## src/design/assert_macros.svh

```systemverilog
// ----------------------------------------------------------------------------
// Assertion macros
// Shared concurrent assertion forms, clocked on clk and quiet during rst.
// ----------------------------------------------------------------------------
`ifndef ASSERT_MACROS_SVH
`define ASSERT_MACROS_SVH

// Same-cycle implication.
`define VNSN_ASSERT_IMPL(name, pre, post, msg) \
  name: assert property (@(posedge clk) disable iff (rst) (pre) |-> (post)) \
    else $error(msg);

// Next-cycle implication.
`define VNSN_ASSERT_NEXT(name, pre, post, msg) \
  name: assert property (@(posedge clk) disable iff (rst) (pre) |=> (post)) \
    else $error(msg);

`endif

```

## src/design/vnsn_pkg.sv

```systemverilog
// ----------------------------------------------------------------------------
// Vertex normal package
// Shared constants of the six-neighbour vertex normal pipeline.
// ----------------------------------------------------------------------------
package vnsn_pkg;

  // Default coordinate width and normal fraction width.
  localparam int DEF_COORD_BITS       = 16;
  localparam int DEF_NORMAL_FRAC_BITS = 14;

  // Fixed field widths.
  localparam int POS_BITS = 48;
  localparam int OUT_BITS = 16;

  // Summed components are cut down to this many bits before squaring.
  localparam int REDUCE_BITS = 24;

  // Extra fraction bits of the square root.
  localparam int SQRT_EXTRA = 6;

  // Width of the square root result.
  localparam int ROOT_BITS = REDUCE_BITS + 1 + SQRT_EXTRA;

endpackage

```

## src/design/vnsn_sqrt.sv

```systemverilog
// ----------------------------------------------------------------------------
// Pipelined integer square root
// Restoring digit recurrence, one root bit per register stage.
// ----------------------------------------------------------------------------
module vnsn_sqrt #(
  parameter int RW  = vnsn_pkg::ROOT_BITS,
  parameter int SBW = 1
) (
  input  logic              clk,
  input  logic [RW-1:0]     en,
  input  logic [2*RW-1:0]   rad,
  input  logic [SBW-1:0]    sb_in,
  output logic [RW-1:0]     root,
  output logic [SBW-1:0]    sb_out
);

  localparam int MW = RW + 2;

  logic [MW-1:0]   rem_q  [RW];
  logic [RW-1:0]   root_q [RW];
  logic [2*RW-1:0] rad_q  [RW];
  logic [SBW-1:0]  sb_q   [RW];

  for (genvar gi = 0; gi < RW; gi++) begin : g_stage
    logic [MW-1:0]   p_rem;
    logic [RW-1:0]   p_root;
    logic [2*RW-1:0] p_rad;
    logic [SBW-1:0]  p_sb;
    logic [MW-1:0]   cat;
    logic [MW-1:0]   trial;

    // Previous stage, or the pipeline input for the first one.
    if (gi == 0) begin : g_first
      assign p_rem  = '0;
      assign p_root = '0;
      assign p_rad  = rad;
      assign p_sb   = sb_in;
    end else begin : g_next
      assign p_rem  = rem_q[gi-1];
      assign p_root = root_q[gi-1];
      assign p_rad  = rad_q[gi-1];
      assign p_sb   = sb_q[gi-1];
    end

    // Bring down the next two radicand bits and try the next root bit.
    assign cat   = {p_rem[MW-3:0], p_rad[2*RW-1 -: 2]};
    assign trial = {p_root, 2'b01};

    always_ff @(posedge clk) begin
      if (en[gi]) begin
        if (cat >= trial) begin
          rem_q[gi]  <= cat - trial;
          root_q[gi] <= {p_root[RW-2:0], 1'b1};
        end else begin
          rem_q[gi]  <= cat;
          root_q[gi] <= {p_root[RW-2:0], 1'b0};
        end
        rad_q[gi] <= p_rad << 2;
        sb_q[gi]  <= p_sb;
      end
    end
  end

  assign root   = root_q[RW-1];
  assign sb_out = sb_q[RW-1];

endmodule

```

## config.mk

```make
export PLATFORM = sky130hd
export DESIGN_NAME = vnsn_sqrt
export DESIGN_NICKNAME = d
export VERILOG_FILES = /design/src/design/assert_macros.svh /design/src/design/vnsn_pkg.sv /design/src/design/vnsn_sqrt.sv
export SDC_FILE = /design/constraint.sdc
export NUM_CORES = 2
export LEC_CHECK = 0
export ABC_AREA = 0
export BUFFER_PORTS_ARGS = -buffer_cell sky130_fd_sc_hd__clkbuf_2
export CAP_MARGIN = 15
export CELL_PAD_IN_SITES_DETAIL_PLACEMENT = 0
export CELL_PAD_IN_SITES_GLOBAL_PLACEMENT = 1
export CORE_MARGIN = 2
export CORE_UTILIZATION = 40
export CTS_CLUSTER_SIZE = 16
export DETAILED_ROUTE_END_ITERATION = 8
export GPL_ROUTABILITY_DRIVEN = 0
export GPL_TIMING_DRIVEN = 0
export HOLD_SLACK_MARGIN = 0.02
export PLACE_DENSITY = 0.69
export SLEW_MARGIN = 20
export SYNTH_ARGS = -nofsm -noshare
export SYNTH_HDL_FRONTEND = slang
export SYNTH_SLANG_ARGS = --single-unit
export TNS_END_PERCENT = 30
```

## constraint.sdc

```tcl
create_clock -name clk -period 4.6 [get_ports clk]
set_input_delay 0.46 -clock clk [delete_from_list [all_inputs] [get_ports clk]]
set_output_delay 0.46 -clock clk [all_outputs]
set_load 0.005 [all_outputs]
```

==> results.md <==
Yosys:
- The synthesized netlist contains 83 unique library cells.
- Synthesis produced a netlist with a net count of 9045.
- The top flip-flop cell by instance count after synthesis is sky130_fd_sc_hd__edfxtp_1.
- The number of synthesized register bits is roughly 2300.
- sky130_fd_sc_hd__edfxtp_1 takes more of the synthesized area than any other cell.
- The area share of the leading cell type in the synthesized netlist is 64.7%.
- The total of warnings raised by yosys is 0.
- The post-synthesis cell count is 8421.
- Sequential cells were found to cover between 60% and 70% of the synthesized design area.
- The post-synthesis instance area is 0.109 mm^2.
- Counting flops with a built-in enable in the synthesized netlist gives 2343.
- Ranked by total cell area, the synthesized netlist is headed by sky130_fd_sc_hd__edfxtp_1, sky130_fd_sc_hd__ha_1, sky130_fd_sc_hd__xnor2_1.
- The average size of a mapped cell is 12.9 um^2.
- Of all flip-flops after synthesis, the portion carrying an async set or reset was 0%.

Floorplan:
- The floorplan step defined a die boundary enclosing 0.276 mm^2.
- During I/O placement, the number of pins put on the boundary was 127.
- The die is 526 um wide.
- The effective utilization at floorplan is 40.2%.
- The die height is 526 um.
- The total number of placement rows is 191.
- The region available for standard cell placement spans 0.271 mm^2.

Routing:
- In the routed design, unresolved DRC markers number 0.
- The average wire length per cell after detail routing is 18.0 um.
- The detailed router finished its first iteration with 4304 violations.
- The routed design has 228000 um of wire.
- The routed layout has 65200 vias.
- The count of nets left with antenna violations once routing finished came out at 0.
- Dividing the detail-routed via count by the number of cells gives 5.14.
- The detailed-router iteration count before antenna repair is 6.

Power:
- The sum of internal, switching and leakage power is 62.5 mW.
- Per report_power, the combinational group accounts for 21.1% of the total.
- The cell leakage power is 46.9 nW.
- The clock share of power is 32.6%.
- The power density over the cells is 504 mW/mm^2.
- Summed over all nets, the switching power comes to 17.9 mW.
- Net switching is 28.6% of the power.
- Across the VDD grid, the largest voltage drop is 0.000348 V.
- The proportion of power drawn by flip-flops and latches is 46.2%.
- The internal power of the cells is 44.7 mW.

Finish:
- The final layout contains 9538 nets.
- At the end of the flow the core is filled with cells to 45.8%.
- After routing the design area is 0.124 mm^2.
- The count of cells in the finished layout, fillers not included, comes to 12700.
- In the final layout, the share of cells above drive strength 1 is 8.06%.
- The layout-stage area growth over the synthesis result is 13.9%.
- The total of fill cells in the finished design is around 24000.

Placement:
- Timing analysis after detailed placement gives a worst setup slack of -0.524 ns.
- After detailed placement, the design holds a cell count of 12100.
- During placement, the flow inserted port buffers numbering 126.
- In this run the cell area measured after placement is 0.115 mm^2.
- Detailed placement finished with a half-perimeter wire length of 171000 um.

Worst setup path:
- The required time of the critical path is 5.15 ns.
- The highest net fanout along the worst path is 10.
- The signal arrival time at the worst endpoint is 5.02 ns.
- The critical path class is flip-flop to flip-flop.
- The critical path endpoint category is a flip-flop.
- The launching element type of the critical path is a flip-flop.

STA:
- For the final routed database, the setup TNS stands at 0 ns.
- The number of pins with negative max-slew slack in the final report was 0.
- The worst slew margin relative to its limit is between 15 and 20%.
- At the pin with the least slew margin, the transition time is 1.19 ns.
- The maximum clock frequency is between 200 and 250 MHz.
- The worst setup slack after layout is 0.133 ns.
- The final critical-path share of the clock period is between 90% and 100%.
- Subtracting the final worst setup slack from the clock period gives 4.47 ns.
- The clock skew after layout is 0.0545 ns.
- The worst hold slack across all endpoints is around 0.09 ns.
- Setup repair after global routing left no endpoint under its margin.
- The final hold violation count was 0.
- The number of failing setup endpoints in the final timing report is 0.

GRT:
- Entering global routing, the biggest net connects 65 pins.
- The number of antenna violations at the first check in global routing is 15.
- The via count of the first global-routing pass is 64400.
- The global-route total usage across every layer is 16.2%.
- The total global routing overflow is 0.
- The first global-routing pass estimated 359000 um of wire.

Clock network:
- The tree is rooted in a sky130_fd_sc_hd__clkbuf_16.
- The maximum count of clock buffers along a single path is 4.
- TritonCTS built the clock tree.
- In this run the number of H-tree levels came out at 5.
- The CTS sink count is 2344.
- Counting the buffers created by CTS gives between 200 and 300.
- The clock-pin slew of the registers on the worst-case setup and hold paths is 0.06 ns.
- After clock tree synthesis, the setup repair step added 0 buffers.
- The clock reaches the later pin of the worst-skew pair after 0.90 ns.

Job:
- Max-cap violations in this run came to 0.

Hold path:
- The worst hold path belongs to the class primary input to flip-flop.

Outcome:
- The flow ran to the end, and the final reports show no timing, DRC or antenna violations.
## sequential cells by signal, indices dropped and copies added (netlist names)
name    count
rad_q     930
rem_q     887
root_q    496
sb_q       31
## synth_stat cells, types with 12 or more instances
| cell | number |
|---|---|
| sky130_fd_sc_hd__edfxtp_1 | 2343 |
| sky130_fd_sc_hd__inv_1 | 699 |
| sky130_fd_sc_hd__nand2_1 | 539 |
| sky130_fd_sc_hd__a21oi_1 | 534 |
| sky130_fd_sc_hd__ha_1 | 529 |
| sky130_fd_sc_hd__nor2_1 | 497 |
| sky130_fd_sc_hd__o21ai_0 | 450 |
| sky130_fd_sc_hd__xnor2_1 | 371 |
| sky130_fd_sc_hd__xor2_1 | 359 |
| sky130_fd_sc_hd__nor3_1 | 227 |
| sky130_fd_sc_hd__a21o_1 | 205 |
| sky130_fd_sc_hd__clkbuf_1 | 177 |
| sky130_fd_sc_hd__nand3_1 | 145 |
| sky130_fd_sc_hd__nand2b_1 | 115 |
| sky130_fd_sc_hd__or3_1 | 107 |
| sky130_fd_sc_hd__o21a_1 | 105 |
| sky130_fd_sc_hd__nor4_1 | 101 |
| sky130_fd_sc_hd__mux2_2 | 76 |
| sky130_fd_sc_hd__nand4_1 | 71 |
| sky130_fd_sc_hd__nor2b_1 | 61 |
| sky130_fd_sc_hd__or4_1 | 54 |
| sky130_fd_sc_hd__and2_1 | 48 |
| sky130_fd_sc_hd__or2_2 | 46 |
| sky130_fd_sc_hd__and3_1 | 44 |
| sky130_fd_sc_hd__a31oi_1 | 42 |
| sky130_fd_sc_hd__o21bai_1 | 41 |
| sky130_fd_sc_hd__o211ai_1 | 38 |
| sky130_fd_sc_hd__o31ai_1 | 33 |
| sky130_fd_sc_hd__a211oi_1 | 31 |
| sky130_fd_sc_hd__nor4b_1 | 25 |
| sky130_fd_sc_hd__nor3b_1 | 23 |
| sky130_fd_sc_hd__a21boi_0 | 18 |
| sky130_fd_sc_hd__a31o_2 | 15 |
| sky130_fd_sc_hd__nand3b_1 | 15 |
| sky130_fd_sc_hd__o31a_1 | 15 |
| sky130_fd_sc_hd__and4_1 | 14 |
| sky130_fd_sc_hd__o22ai_1 | 13 |
| sky130_fd_sc_hd__o41ai_1 | 13 |
| sky130_fd_sc_hd__or4b_2 | 13 |
| sky130_fd_sc_hd__a211o_1 | 12 |
## layout by cell type, fill, tap and decap left out, drive strengths merged, types with 105 or more instances in the layout
cell and n:
or3 107, ha 529, clkinv 109, xor2 359, nand2 539, a21o 205, xnor2 371, o21a 105
inv 712, a21oi 534, edfxtp 2343, o21ai 453, nor2 497, clkbuf 613, nand3 145, nor3 227
nand2b 115
## logic make-up (layout without fill, tap and decap cells)
family	after synthesis	after routing	share of synthesized area (%)
flip-flops	2344	2344	64.7
AND/OR/NAND/NOR	2169	2169	9.98
AO/OA/AOI/OAI	1673	1673	9.42
buffers and inverters	890	1583	3.07
XOR/XNOR	730	730	5.88
adder cells (fa/ha/maj)	529	529	6.08
multiplexers	86	86	0.880
other	0	7	0
## area by class of cell
cell class	instances	area (um^2)	share of cell area, %
well taps	3570	4470	3.60
clock inverters	151	1570	1.26
multi-input cells	5187	35100	28.3
plain buffers	185	767	0.619
inverters	702	2640	2.13
diodes	7	17.5	0.0141
clock buffers	314	6880	5.55
repair buffers	231	2100	1.69
flip-flops and latches	2344	70400	56.8
## repair_timing
item	in CTS	in global routing
hold buffers	75	0
setup endpoints to repair	56	67
pin swaps	0	0
gates resized for setup	7	11
hold endpoints to repair	143	0
## power groups by stage
stage | registers (mW) | logic (mW) | clock network [mW]
2_1_floorplan | 28.5 | 9.94 | 0
3_3_place_gp | 29.3 | 12.8 | 0
3_5_place_dp | 29.3 | 13.0 | 0
4_1_cts | 28.9 | 13.2 | 21.0
5_1_grt | 29.2 | 14.8 | 21.8
6_report | 28.9 | 13.2 | 20.4
## worst paths after layout
path	endpoint	cells past startpoint	from	slack [ns]
worst max register to register	rem_q[1][243]$_DFFE_PP_	11	root_q[1][194]$_DFFE_PP_	0.13
worst max-delay path	rem_q[1][243]$_DFFE_PP_	11	root_q[1][194]$_DFFE_PP_	0.13
worst min-delay path	rad_q[1][652]$_DFFE_PP_	1	en[26]	0.09
worst min register to register	rad_q[0][397]$_DFFE_PP_	0	rad_q[0][335]$_DFFE_PP_	0.40
## worst max-delay path, stage by stage, from the launching register on
cell and delay (ns):
sky130_fd_sc_hd__edfxtp_1 0.47, sky130_fd_sc_hd__inv_1 0.07, sky130_fd_sc_hd__ha_1 0.38, sky130_fd_sc_hd__nand3_1 0.13
sky130_fd_sc_hd__or2_2 0.39, sky130_fd_sc_hd__o31ai_1 0.66, sky130_fd_sc_hd__o31ai_1 0.29, sky130_fd_sc_hd__o21a_1 0.27
sky130_fd_sc_hd__nand2b_1 0.11, sky130_fd_sc_hd__clkbuf_1 0.55, sky130_fd_sc_hd__buf_1 0.65, sky130_fd_sc_hd__a21oi_1 0.19
## routing by layer
metal	track usage [%]	wire length [um]	vias to the layer above
li1	-	-	32100
met1	21.4	101000	31300
met2	27.4	110000	1329
met3	2.21	9890	417
met4	5.50	7410	6
met5	0	31	-
No activity file was read; power rests on OpenSTA's default activity.
